## config.mk

```make
export PLATFORM = sky130hd
export DESIGN_NAME = cell_report_line_parser_top
export DESIGN_NICKNAME = d
export VERILOG_FILES = /design/src/crlp_pkg.sv /design/src/crlp_front.sv /design/src/crlp_cmdq.sv /design/src/crlp_back.sv /design/src/cell_report_line_parser_top.sv
export SDC_FILE = /design/constraint.sdc
export NUM_CORES = 1
export LEC_CHECK = 0
export ABC_AREA = 0
export ABC_CLOCK_PERIOD_IN_PS = 25500
export BUFFER_PORTS_ARGS = -buffer_cell sky130_fd_sc_hd__buf_2
export CORE_ASPECT_RATIO = 0.7
export CORE_MARGIN = 4
export CORE_UTILIZATION = 50
export DETAILED_ROUTE_END_ITERATION = 7
export PLACE_DENSITY_LB_ADDON = 0.1
export RECOVER_POWER = 25
export SLEW_MARGIN = 20
export SYNTH_ARGS = -nofsm -noshare
export SYNTH_HDL_FRONTEND = slang
export SYNTH_SLANG_ARGS = --single-unit
```

## constraint.sdc

```tcl
create_clock -name clk -period 25.5 [get_ports clk]
set_clock_uncertainty 0.05 [all_clocks]
set_input_delay 0 -clock clk [delete_from_list [all_inputs] [get_ports clk]]
set_output_delay 0 -clock clk [all_outputs]
set_load 0.1 [all_outputs]
```

## src/crlp_pkg.sv

```systemverilog
// ----------------------------------------------------------------------------
// crlp_pkg: shared types and constants of the cell report line parser
// Character codes, status codes, widths and the command beat that passes
// from the byte parser to the table executor.
// ----------------------------------------------------------------------------
package crlp_pkg;

  // field widths
  localparam int LINE_POS_W = 7;
  localparam int CELL_W     = 4;
  localparam int MV_W       = 16;
  localparam int RD_ACC_W   = 17;
  localparam int IDX_ACC_W  = 5;
  localparam int DIGITS_W   = 3;

  // command queue depth
  localparam int CMDQ_DEPTH = 4;
  localparam int CMDQ_PTR_W = 2;
  localparam int CMDQ_CNT_W = 3;

  // opcodes
  localparam logic OP_FEED = 1'b0;
  localparam logic OP_READ = 1'b1;

  // characters
  localparam logic [7:0] CH_UPPER_C = 8'h43;
  localparam logic [7:0] CH_LOWER_E = 8'h65;
  localparam logic [7:0] CH_LOWER_L = 8'h6C;
  localparam logic [7:0] CH_COLON   = 8'h3A;
  localparam logic [7:0] CH_LF      = 8'h0A;
  localparam logic [7:0] CH_CR      = 8'h0D;
  localparam logic [7:0] CH_SPACE   = 8'h20;
  localparam logic [7:0] CH_ZERO    = 8'h30;
  localparam logic [7:0] CH_NINE    = 8'h39;

  // parse limits
  localparam logic [LINE_POS_W-1:0] PREFIX_LAST   = 7'd3;
  localparam logic [LINE_POS_W-1:0] SHORT_LINE    = 7'd5;
  localparam logic [IDX_ACC_W-1:0]  IDX_SAT       = 5'd16;
  localparam logic [RD_ACC_W-1:0]   RD_SAT        = 17'd65536;
  localparam logic [DIGITS_W-1:0]   RD_DIGITS_MAX = 3'd7;
  localparam logic [DIGITS_W-1:0]   MIN_DIGITS    = 3'd4;
  localparam logic [CELL_W-1:0]     COUNT_RESET   = 4'd12;

  // result status codes
  typedef enum logic [2:0] {
    ST_ACCEPTED    = 3'd0,
    ST_EMPTY_LINE  = 3'd1,
    ST_NOT_CELL    = 3'd2,
    ST_BAD_READING = 3'd3,
    ST_OUTLIER     = 3'd4,
    ST_READ_ANSWER = 3'd5
  } status_t;

  // command beat from parser to executor
  typedef struct packed {
    logic                is_read;
    status_t             status;  // line class, ST_ACCEPTED means candidate
    logic [CELL_W-1:0]   cell_id; // one-based line cell, or zero-based read entry
    logic [MV_W-1:0]     mv;
  } cmd_t;

endpackage

```

## src/crlp_front.sv

```systemverilog
// ----------------------------------------------------------------------------
// crlp_front: byte parser
// Walks each report line byte by byte and, at a line end or a read request,
// emits one classified command beat for the executor.
// ----------------------------------------------------------------------------
module crlp_front #(
  parameter int CELLS      = 15,
  parameter int LINE_LIMIT = 64
) (
  input  logic                          clk,
  input  logic                          rst,
  input  logic                          accept,
  input  logic                          opcode,
  input  logic [7:0]                    stream_byte,
  input  logic [crlp_pkg::CELL_W-1:0]   read_cell,
  output logic                          cmd_valid,
  output crlp_pkg::cmd_t                cmd
);

  typedef enum logic [6:0] {
    PH_PREFIX      = 7'b0000001,
    PH_PRE_INDEX   = 7'b0000010,
    PH_INDEX       = 7'b0000100,
    PH_PRE_COLON   = 7'b0001000,
    PH_POST_COLON  = 7'b0010000,
    PH_READING     = 7'b0100000,
    PH_DONE        = 7'b1000000
  } phase_t;

  // line state
  logic [crlp_pkg::LINE_POS_W-1:0] pos;
  phase_t                          phase;
  logic [crlp_pkg::IDX_ACC_W-1:0]  idx_acc;
  logic                            idx_digits;
  logic [crlp_pkg::RD_ACC_W-1:0]   rd_acc;
  logic [crlp_pkg::DIGITS_W-1:0]   rd_digits;
  logic                            rejected;

  phase_t                          phase_next;
  logic [crlp_pkg::IDX_ACC_W-1:0]  idx_acc_next;
  logic                            idx_digits_next;
  logic [crlp_pkg::RD_ACC_W-1:0]   rd_acc_next;
  logic [crlp_pkg::DIGITS_W-1:0]   rd_digits_next;
  logic                            rejected_next;

  logic       is_digit;
  logic [3:0] digit;
  logic       is_space;
  logic [7:0] word_char;
  logic [7:0] idx_v;
  logic [19:0] rd_v;
  logic       consumed;

  assign is_digit = (stream_byte >= crlp_pkg::CH_ZERO) && (stream_byte <= crlp_pkg::CH_NINE);
  assign digit    = 4'(stream_byte - crlp_pkg::CH_ZERO);
  assign is_space = (stream_byte == crlp_pkg::CH_SPACE);

  // expected prefix character at this position
  always_comb begin
    case (pos[1:0])
      2'd0:    word_char = crlp_pkg::CH_UPPER_C;
      2'd1:    word_char = crlp_pkg::CH_LOWER_E;
      default: word_char = crlp_pkg::CH_LOWER_L;
    endcase
  end

  // decimal accumulate by shift-add, then saturate
  assign idx_v = ({3'b0, idx_acc} << 3) + ({3'b0, idx_acc} << 1) + {4'b0, digit};
  assign rd_v  = ({3'b0, rd_acc} << 3) + ({3'b0, rd_acc} << 1) + {16'b0, digit};

  // one parse step; phases fall through until one consumes the byte
  always_comb begin
    phase_next      = phase;
    idx_acc_next    = idx_acc;
    idx_digits_next = idx_digits;
    rd_acc_next     = rd_acc;
    rd_digits_next  = rd_digits;
    rejected_next   = rejected;
    consumed        = 1'b0;
    if (!rejected) begin
      if (phase_next == PH_PREFIX) begin
        consumed = 1'b1;
        if (pos > crlp_pkg::PREFIX_LAST || stream_byte != word_char) begin
          rejected_next = 1'b1;
        end else if (pos == crlp_pkg::PREFIX_LAST) begin
          phase_next = PH_PRE_INDEX;
        end
      end
      if (!consumed && phase_next == PH_PRE_INDEX) begin
        if (is_space) begin
          consumed = 1'b1;
        end else if (!is_digit) begin
          rejected_next = 1'b1;
          consumed      = 1'b1;
        end else begin
          phase_next = PH_INDEX;
        end
      end
      if (!consumed && phase_next == PH_INDEX) begin
        if (is_digit) begin
          idx_acc_next    = (idx_v > 8'(crlp_pkg::IDX_SAT)) ? crlp_pkg::IDX_SAT
                                                            : idx_v[crlp_pkg::IDX_ACC_W-1:0];
          idx_digits_next = 1'b1;
          consumed        = 1'b1;
        end else begin
          phase_next = PH_PRE_COLON;
        end
      end
      if (!consumed && phase_next == PH_PRE_COLON) begin
        if (is_space) begin
          consumed = 1'b1;
        end else if (stream_byte == crlp_pkg::CH_COLON) begin
          phase_next = PH_POST_COLON;
          consumed   = 1'b1;
        end else begin
          phase_next = PH_POST_COLON;
        end
      end
      if (!consumed && phase_next == PH_POST_COLON) begin
        if (is_space) begin
          consumed = 1'b1;
        end else begin
          phase_next = PH_READING;
        end
      end
      if (!consumed && phase_next == PH_READING) begin
        if (is_digit) begin
          rd_acc_next = (rd_v > 20'(crlp_pkg::RD_SAT)) ? crlp_pkg::RD_SAT
                                                       : rd_v[crlp_pkg::RD_ACC_W-1:0];
          if (rd_digits < crlp_pkg::RD_DIGITS_MAX) begin
            rd_digits_next = rd_digits + 3'd1;
          end
        end else begin
          phase_next = PH_DONE;
        end
      end
    end
  end

  // line end classification and command build
  logic idx_ok;
  logic bad;
  logic [crlp_pkg::MV_W-1:0] mv_sat;

  assign idx_ok = (idx_acc != '0) && (idx_acc <= crlp_pkg::IDX_ACC_W'(CELLS));
  assign mv_sat = rd_acc[crlp_pkg::MV_W] ? {crlp_pkg::MV_W{1'b1}} : rd_acc[crlp_pkg::MV_W-1:0];
  assign bad    = !idx_ok || (rd_digits < crlp_pkg::MIN_DIGITS) || (rd_acc == '0)
                  || rd_acc[crlp_pkg::MV_W];

  always_comb begin
    cmd.is_read = 1'b0;
    cmd.status  = crlp_pkg::ST_EMPTY_LINE;
    cmd.cell_id = '0;
    cmd.mv      = '0;
    if (opcode == crlp_pkg::OP_READ) begin
      cmd.is_read = 1'b1;
      cmd.status  = crlp_pkg::ST_READ_ANSWER;
      cmd.cell_id = read_cell;
    end else if (pos == '0) begin
      cmd.status = crlp_pkg::ST_EMPTY_LINE;
    end else if (pos <= crlp_pkg::SHORT_LINE || rejected || !idx_digits) begin
      cmd.status = crlp_pkg::ST_NOT_CELL;
    end else begin
      cmd.status  = bad ? crlp_pkg::ST_BAD_READING : crlp_pkg::ST_ACCEPTED;
      cmd.cell_id = idx_ok ? idx_acc[crlp_pkg::CELL_W-1:0] : '0;
      cmd.mv      = mv_sat;
    end
  end

  assign cmd_valid = accept && ((opcode == crlp_pkg::OP_READ) || (stream_byte == crlp_pkg::CH_LF));

  // line state update on each kept feed byte (not CR, within the line limit)
  always_ff @(posedge clk) begin
    if (rst || (accept && opcode == crlp_pkg::OP_FEED && stream_byte == crlp_pkg::CH_LF)) begin
      pos        <= '0;
      phase      <= PH_PREFIX;
      idx_acc    <= '0;
      idx_digits <= 1'b0;
      rd_acc     <= '0;
      rd_digits  <= '0;
      rejected   <= 1'b0;
    end else if (accept && opcode == crlp_pkg::OP_FEED && stream_byte != crlp_pkg::CH_CR
                 && pos < crlp_pkg::LINE_POS_W'(LINE_LIMIT)) begin
      pos        <= pos + 7'd1;
      phase      <= phase_next;
      idx_acc    <= idx_acc_next;
      idx_digits <= idx_digits_next;
      rd_acc     <= rd_acc_next;
      rd_digits  <= rd_digits_next;
      rejected   <= rejected_next;
    end
  end

endmodule

```

## src/crlp_cmdq.sv

```systemverilog
// ----------------------------------------------------------------------------
// crlp_cmdq: command queue
// Short FIFO of command beats between the parser and the executor.
// ----------------------------------------------------------------------------
module crlp_cmdq (
  input  logic           clk,
  input  logic           rst,
  input  logic           wr_en,
  input  crlp_pkg::cmd_t wr_data,
  input  logic           rd_en,
  output crlp_pkg::cmd_t rd_data,
  output logic           full,
  output logic           nonempty
);

  crlp_pkg::cmd_t                  slots [crlp_pkg::CMDQ_DEPTH];
  logic [crlp_pkg::CMDQ_PTR_W-1:0] wr_ptr;
  logic [crlp_pkg::CMDQ_PTR_W-1:0] rd_ptr;
  logic [crlp_pkg::CMDQ_CNT_W-1:0] count;

  assign full     = (count == crlp_pkg::CMDQ_CNT_W'(crlp_pkg::CMDQ_DEPTH));
  assign nonempty = (count != '0);
  assign rd_data  = slots[rd_ptr];

  // storage
  always_ff @(posedge clk) begin
    if (wr_en) begin
      slots[wr_ptr] <= wr_data;
    end
  end

  // pointers and fill count
  always_ff @(posedge clk) begin
    if (rst) begin
      wr_ptr <= '0;
      rd_ptr <= '0;
      count  <= '0;
    end else begin
      if (wr_en) begin
        wr_ptr <= wr_ptr + 2'd1;
      end
      if (rd_en) begin
        rd_ptr <= rd_ptr + 2'd1;
      end
      if (wr_en && !rd_en) begin
        count <= count + 3'd1;
      end else if (rd_en && !wr_en) begin
        count <= count - 3'd1;
      end
    end
  end

endmodule

```

## src/crlp_back.sv

```systemverilog
// ----------------------------------------------------------------------------
// crlp_back: table executor
// Holds the cell table and cell count, settles each line (outlier check,
// table write) or read, and keeps the result in an output register.
// ----------------------------------------------------------------------------
module crlp_back #(
  parameter int CELLS = 15
) (
  input  logic                          clk,
  input  logic                          rst,
  input  logic                          cmd_valid,
  input  crlp_pkg::cmd_t                cmd,
  output logic                          cmd_take,
  output logic                          empty,
  input  logic                          pop,
  output logic [2:0]                    status,
  output logic [crlp_pkg::CELL_W-1:0]   cell_number,
  output logic [crlp_pkg::MV_W-1:0]     millivolts,
  output logic [crlp_pkg::MV_W-1:0]     previous_mv,
  output logic [crlp_pkg::CELL_W-1:0]   cells_seen
);

  localparam int ADDR_W = (CELLS > 1) ? $clog2(CELLS) : 1;

  logic [crlp_pkg::MV_W-1:0]   cell_table [CELLS];
  logic [crlp_pkg::CELL_W-1:0] count;
  logic                        out_valid;

  // table lookup
  logic [crlp_pkg::CELL_W-1:0] addr_full;
  logic [ADDR_W-1:0]           addr;
  logic                        in_range;
  logic [crlp_pkg::MV_W-1:0]   entry;

  assign addr_full = cmd.is_read ? cmd.cell_id : cmd.cell_id - 4'd1;
  assign addr      = addr_full[ADDR_W-1:0];
  assign in_range  = cmd.is_read ? (cmd.cell_id < crlp_pkg::CELL_W'(CELLS))
                                 : (cmd.cell_id != '0);
  assign entry     = in_range ? cell_table[addr] : '0;

  // outlier: diff > prev/10 is the same as 10*diff > prev
  logic [crlp_pkg::MV_W-1:0] diff;
  logic [19:0]               diff10;
  logic                      outlier;

  assign diff    = (cmd.mv > entry) ? cmd.mv - entry : entry - cmd.mv;
  assign diff10  = ({4'b0, diff} << 3) + ({4'b0, diff} << 1);
  assign outlier = (entry != '0) && (diff10 > {4'b0, entry});

  // result of the head command
  crlp_pkg::status_t           res_status;
  logic [crlp_pkg::CELL_W-1:0] res_cell;
  logic [crlp_pkg::MV_W-1:0]   res_mv;
  logic [crlp_pkg::MV_W-1:0]   res_prev;
  logic                        table_wr;
  logic [crlp_pkg::CELL_W-1:0] count_next;

  always_comb begin
    res_status = cmd.status;
    res_cell   = cmd.cell_id;
    res_mv     = cmd.mv;
    res_prev   = entry;
    table_wr   = 1'b0;
    count_next = count;
    if (cmd.is_read) begin
      res_status = crlp_pkg::ST_READ_ANSWER;
      res_cell   = in_range ? cmd.cell_id + 4'd1 : '0;
      res_mv     = entry;
      res_prev   = '0;
    end else if (cmd.status == crlp_pkg::ST_ACCEPTED) begin
      if (outlier) begin
        res_status = crlp_pkg::ST_OUTLIER;
      end else begin
        table_wr = 1'b1;
        if (cmd.cell_id > count) begin
          count_next = cmd.cell_id;
        end
      end
    end
  end

  assign empty    = !out_valid;
  assign cmd_take = cmd_valid && (!out_valid || pop);

  // table and count
  always_ff @(posedge clk) begin
    if (rst) begin
      for (int i = 0; i < CELLS; i++) begin
        cell_table[i] <= '0;
      end
      count <= crlp_pkg::COUNT_RESET;
    end else if (cmd_take) begin
      if (table_wr) begin
        cell_table[addr] <= cmd.mv;
      end
      count <= count_next;
    end
  end

  // output register
  always_ff @(posedge clk) begin
    if (rst) begin
      out_valid <= 1'b0;
    end else if (cmd_take) begin
      out_valid <= 1'b1;
    end else if (pop) begin
      out_valid <= 1'b0;
    end
  end

  always_ff @(posedge clk) begin
    if (cmd_take) begin
      status      <= res_status;
      cell_number <= res_cell;
      millivolts  <= res_mv;
      previous_mv <= res_prev;
      cells_seen  <= count_next;
    end
  end

endmodule

```

## src/cell_report_line_parser_top.sv

```systemverilog
// ----------------------------------------------------------------------------
// cell_report_line_parser_top: cell voltage report line parser
// Parses "Cell<n>: <mv>" report lines from a byte stream into a cell table
// and answers table reads.
// ----------------------------------------------------------------------------
// Usage:
//   Input queue: push/full with opcode, stream_byte, read_cell. A beat is
//   taken when push is high and full is low; one beat per cycle is sustained.
//   Feed beats (opcode 0) carry report bytes; CR is dropped, LF closes a line
//   and yields one result. Read beats (opcode 1) yield one result each.
//   Other bytes yield nothing.
//   Result queue: empty/pop with status, cell_number, millivolts,
//   previous_mv, cells_seen. A result is taken when pop is high and empty low.
//   Path: the edge that takes an input beat writes it into the command
//   queue; the executor then moves its result into the output register that
//   drives the ports. Throughput is one beat per cycle while the receiver
//   pops, as the executor updates the table as it takes each command.
//   A four-deep command queue sits between parser and executor; when the
//   receiver stalls, results back up into it and full rises once it holds
//   four waiting commands.
//   Reset (rst, synchronous): table cleared to zero, cell count 12, line
//   parse state cleared, both queues empty.
// ----------------------------------------------------------------------------
module cell_report_line_parser_top #(
  parameter int CELLS      = 15,
  parameter int LINE_LIMIT = 64
) (
  input  logic                          clk,
  input  logic                          rst,
  input  logic                          push,
  output logic                          full,
  input  logic                          opcode,
  input  logic [7:0]                    stream_byte,
  input  logic [crlp_pkg::CELL_W-1:0]   read_cell,
  output logic                          empty,
  input  logic                          pop,
  output logic [2:0]                    status,
  output logic [crlp_pkg::CELL_W-1:0]   cell_number,
  output logic [crlp_pkg::MV_W-1:0]     millivolts,
  output logic [crlp_pkg::MV_W-1:0]     previous_mv,
  output logic [crlp_pkg::CELL_W-1:0]   cells_seen
);

  logic           accept;
  logic           q_push;
  crlp_pkg::cmd_t q_in;
  crlp_pkg::cmd_t q_head;
  logic           q_nonempty;
  logic           q_pop;

  assign accept = push && !full;

  // front: byte parser
  crlp_front #(
    .CELLS      (CELLS),
    .LINE_LIMIT (LINE_LIMIT)
  ) u_front (
    .clk         (clk),
    .rst         (rst),
    .accept      (accept),
    .opcode      (opcode),
    .stream_byte (stream_byte),
    .read_cell   (read_cell),
    .cmd_valid   (q_push),
    .cmd         (q_in)
  );

  // command queue
  crlp_cmdq u_cmdq (
    .clk      (clk),
    .rst      (rst),
    .wr_en    (q_push),
    .wr_data  (q_in),
    .rd_en    (q_pop),
    .rd_data  (q_head),
    .full     (full),
    .nonempty (q_nonempty)
  );

  // back: table executor
  crlp_back #(
    .CELLS (CELLS)
  ) u_back (
    .clk         (clk),
    .rst         (rst),
    .cmd_valid   (q_nonempty),
    .cmd         (q_head),
    .cmd_take    (q_pop),
    .empty       (empty),
    .pop         (pop),
    .status      (status),
    .cell_number (cell_number),
    .millivolts  (millivolts),
    .previous_mv (previous_mv),
    .cells_seen  (cells_seen)
  );

`ifndef SYNTHESIS
  // the command queue is never written while full
  a_no_overflow: assert property (@(posedge clk) disable iff (rst) q_push |-> !full)
    else $error("command queue written while full");

  // ordinary feed bytes never produce a command
  a_no_stray_cmd: assert property (@(posedge clk) disable iff (rst)
    (accept && opcode == crlp_pkg::OP_FEED && stream_byte != crlp_pkg::CH_LF) |-> !q_push)
    else $error("command pushed for a plain stream byte");

  // no result right after reset
  a_reset_empty: assert property (@(posedge clk) rst |=> empty)
    else $error("result present after reset");

  // the cell count only grows from its reset value
  a_count_floor: assert property (@(posedge clk) disable iff (rst)
    !empty |-> cells_seen >= crlp_pkg::COUNT_RESET)
    else $error("cells_seen below reset count");
`endif

endmodule

```

* Yosys cells after proc, flatten, opt, wreduce, memory -nomap -nowiden
Memory sizes are Yosys's and may differ from the RTL's. A register that Yosys moved wholly into a read port is not among the register bits. Index checks and enable logic that the tools add are counted.
Storage, ports and cells: bits in registers 96, bits in writable memories 336, bits of input ports 17, output and inout port bits 45, logic and storage cells 204, memories kept 2
Cells by class: add/subtract/negate cells 16, $lt $le $gt $ge 14, equality and inequality tests 14, mux-type cells 87, bitwise logic cells 2, reductions and logical operators 52
Memories:
- u_back.cell_table | words 15, width 16, rd ports 1, clocked after Yosys merged registers in 0, write ports 15, line crlp_back.sv:25 | logic [crlp_pkg::MV_W-1:0] cell_table [CELLS];
- u_cmdq.slots | words 4, width 24, rd ports 1, clocked after Yosys merged registers in 1, write ports 1, line crlp_cmdq.sv:16 | crlp_pkg::cmd_t slots [crlp_pkg::CMDQ_DEPTH];
Operators with widths (number):
- 7-bit 2-to-1 mux | 20
- 16-bit 2-to-1 mux | 6
- 20-bit 2-to-1 mux | 2
- 1-bit 2-to-1 mux | 38
- 4-bit 2-to-1 mux | 9
- 16-bit subtractor | 2
- 19-bit by 17-bit adder with 20-bit output | 1
- 20-bit by 18-bit adder with 20-bit output | 1
- 20-bit by 4-bit adder with 20-bit output | 1
- 20-bit by 16-bit > comparator with 1-bit output | 1
- 20-bit by 17-bit > comparator with 1-bit output, second input constant | 1
- 3-bit 2-to-1 mux | 6
- 1-bit logical AND | 17
- 17-bit zero test | 1
- 17-bit 2-to-1 mux | 1
- 8-bit by 6-bit == test with 1-bit output, second input constant | 2
- 16-bit > comparator | 1
- 16-bit nonzero test | 1
- 16-bit OR reduction | 1
- 7-bit by 2-bit == test with 1-bit output, second input constant | 2
- 6-bit case mux with 2 select lines | 1
- 1-bit zero test | 11
- 1-bit logical OR | 9
- 8-bit by 4-bit adder with 8-bit output | 1
- 40 further kinds | 49

* Longest topological paths before layout
word-level depth 26, gate-level depth with buffers 54, mapped depth without buffers 43

* By module
From an unflattened synthesis, not the netlist that was laid out.
Unflattened totals: cells, all modules 2157, area, all modules 25187.9 µm²
Modules (own cells, without submodules):
- crlp_back | times used 1, cells each 1485, area each 17385.4 µm², seq. area each 9078.7 µm²
- crlp_cmdq | times used 1, cells each 170, area each 3933.8 µm², seq. area each 3062.9 µm²
- crlp_front | times used 1, cells each 501, area each 3854.9 µm², seq. area each 820.8 µm²
- cell_report_line_parser_top | times used 1, cells each 1, area each 13.8 µm², seq. area each 0.0 µm²

* Least setup slack after synthesis
Ideal clock, no wire load.
path type register to register, from register (tool-made name), to memory u_back.cell_table[14][0] in the netlist's numbering, enable pin, setup time 392 ps, arrival time 11530 ps, data required time 25058 ps, setup slack 13528 ps, stages on the path, launching flop included 53, path buffers 12, clock period less this slack 11972 ps, cells stage by stage dfxtp_1 buf_6 mux4_2 buf_2 buf_1 buf_2 inv_1 ha_1 clkbuf_1 nand3b_1 a21boi_0 buf_2 o22ai_1 nor2_1 nor2_1 or4_1 inv_1 ha_1 [... 17 more ...] a2111oi_2 o21a_1 o31ai_1 xor2_1 ha_1 nand4_1 nor2_1 nand4_1 nand2b_1 o21ai_0 or4_1 a211oi_1 or4b_4 and2_1 buf_6 buf_6 buf_6 o21bai_1
RTL lines (line):
- end, declared | crlp_back.sv:25

==> run summary <==
Status -> finished, violations left
Violated checks -> max-capacitance violations, max-slew violations
Htree depth -> 2
Main synth FF type -> edfxtp_1
WL final -> 83120 um
RePlAce Congestion -> 0.9388
Critical path arrival -> 15700 ps
Number of synthesized register bits -> 446
Fin. Hold Viols -> 0
Worst Hold Class -> input port to flop
Initial DRC count -> 3078
Syn_area_per_cell -> 11.06 um^2
Gr ovfl total -> 0
Final setup TNS -> 0 ps
Core region area -> 51020 um^2
CP Class -> flop to flop
Number of port buffers -> 61
EDFF count, synth -> 391
CP startpoint kind -> flop
CTS tree -> done
Via Count -> 20019
Most frequent cells in the layout -> edfxtp_1, nand2_1, nor2_1, nor3_2, nor3_1
CTS Buf Count -> 46
Most common cell after layout, fill and taps aside -> edfxtp_1
Critical Path Sink Type -> flop
Async set-reset flop share out of synthesis -> 0
Nets -> 2497
Pre-antenna DRT Iters -> 6
Antenna-violating nets left -> 0
Worst-margin pin slew -> 2722 ps
Largest net degree at the start of global routing -> 175
YS warnings -> 0
Via-to-Cell Ratio -> 6.536
Gate count of the mapped netlist -> 2342
Vias in the first global route -> 18663
Critical path peak fanout -> 47
RSZ-0062 raised after global routing -> false
Area Growth Syn to Fin -> 9.446%
Die Wd -> 280.1 um
Remaining DRCs -> 0
Sequential-to-total area share from yosys stat -> 0.4957
Worst EP required -> 25660 ps
Final HPWL DP -> 56950 um
Worst-path clk slew -> 70 ps
Die Area -> 55580 um^2
Max clock buf depth -> 3
Global-route usage over all layers -> 0.2955
Initial antenna violation count -> 2
Rows -> 69
Starting Density -> 0.5078
Worst-skew pair later-pin latency -> 590 ps
Die height -> 198.5 um
CP max-delay cell -> clkbuf_1
WL per Instance -> 27.14 um
CTS Root Cell -> clkbuf_16
Slowest stage delay, CP -> 1510 ps
Cell variety after synth -> 92
Fin. max-slew vios -> 120
Period utilization -> 0.6094
MaxCap Viol Count -> 4
Inst Count DP -> 2968
Syn nets -> 2486
Mapped cell area -> 25910 um^2
Fillers -> 4346
Share of post-route cells with drive strength above 1 -> 0.1616
Rel. slew slack -> -0.8144
First-pass GRT wire length -> 123200 um
Count of final setup violators -> 0
Non-Filler Instances -> 3063
I/O pins -> 62
Minimum clock period -> 15540 ps
Clk sinks -> 446
Max Freq -> 0.06435 GHz
[logic make-up (layout without fill, tap and decap cells)]
family | Yosys count | in the layout | share of synthesized area
xor+xnor | 50 | 50 | 0.01719
compound gates | 458 | 458 | 0.1165
flops | 446 | 446 | 0.4957
simple gates | 881 | 881 | 0.1925
other cells | 0 | 1 | 0
mux | 139 | 139 | 0.07099
fa+ha+maj | 127 | 127 | 0.06365
buf+inv | 241 | 287 | 0.04346
[layout make-up]
type,count,area [um^2],area share
antenna,1,2.502,0.00008825
sequential,446,12840,0.4529
clock buffer,56,1209,0.04262
tap,674,843.3,0.02974
multi-input combinational,1655,12100,0.4266
timing repair buffer,119,716.9,0.02528
inverter,85,321.6,0.01134
clock inverter,27,321.6,0.01134
[what timing repair did]
item	CTS	global route
endpoints found under the hold margin	33	0
buffers inserted	0	0
resized for setup	0	0
hold buffers	11	0
[flip-flops by register name (all words and copies together), names as in the netlist, 5 cells and up, named ones only]
| signal | flops |
|---|---|
| u_back.cell_table | 256 |
| u_cmdq.slots | 92 |
| u_front.rd_acc | 17 |
| u_back.millivolts | 16 |
| u_back.previous_mv | 16 |
| u_front.phase | 7 |
| u_front.pos | 7 |
| u_front.idx_acc | 5 |
[final timing paths]
path         slack (ps)  cells after the start                       to          startpoint
max                9960                     45  u_back.cell_table[3][0]                flop
min                  60                      4         u_front.phase[1]      stream_byte[6]
max reg2reg        9960                     45  u_back.cell_table[3][0]                flop
min reg2reg         400                      2       u_front.idx_digits  u_front.idx_digits
[through the flow]
| step | area (um^2) | hold slack [ps] | util | worst slack, ps |
|---|---|---|---|---|
| after floorplan | 25910 | 48.87 | - | 13530 |
| after global placement | 26730 | 241.1 | 0.5239 | 11630 |
| after detailed placement | 26800 | 260.8 | 0.5252 | 11500 |
| after CTS | 28440 | 4.358 | 0.5573 | 11470 |
| after global routing | 28350 | 79.10 | 0.5557 | 8987 |
| final | 28360 | 57.39 | 0.5558 | 9960 |
[metal layers]
layer,wire length [um],GRT usage
met5,23,0
met4,2602,0.08779
met1,37390,0.4548
met2,33490,0.4102
met3,9608,0.07556
[worst max-delay path: cells and delay by family (launching register included)]
kind | cells | cell delay (ps)
buffers and inverters | 8 | 4360
and+or+nand+nor | 15 | 4010
AOI/OAI and AO/OA | 14 | 3560
adders and majority gates | 4 | 1660
muxes | 2 | 740
xor gates and xnor gates | 2 | 330
DFF | 1 | 310
[synth_stat cells (all sizes together), types with 55 or more instances]
cell / count / share of area
edfxtp: 391 / 0.45
inv: 84 / 0.012
nand2: 230 / 0.033
ha: 119 / 0.057
o21ai: 97 / 0.019
clkbuf: 98 / 0.014
o22ai: 56 / 0.014
nor3: 290 / 0.087
buf: 58 / 0.017
nor2: 174 / 0.025
mux2i: 81 / 0.031
dfxtp: 55 / 0.042
a21oi: 90 / 0.017
Power is not shown: default switching activity piles up to over one toggle a cycle in this logic, so the estimate is an artifact.
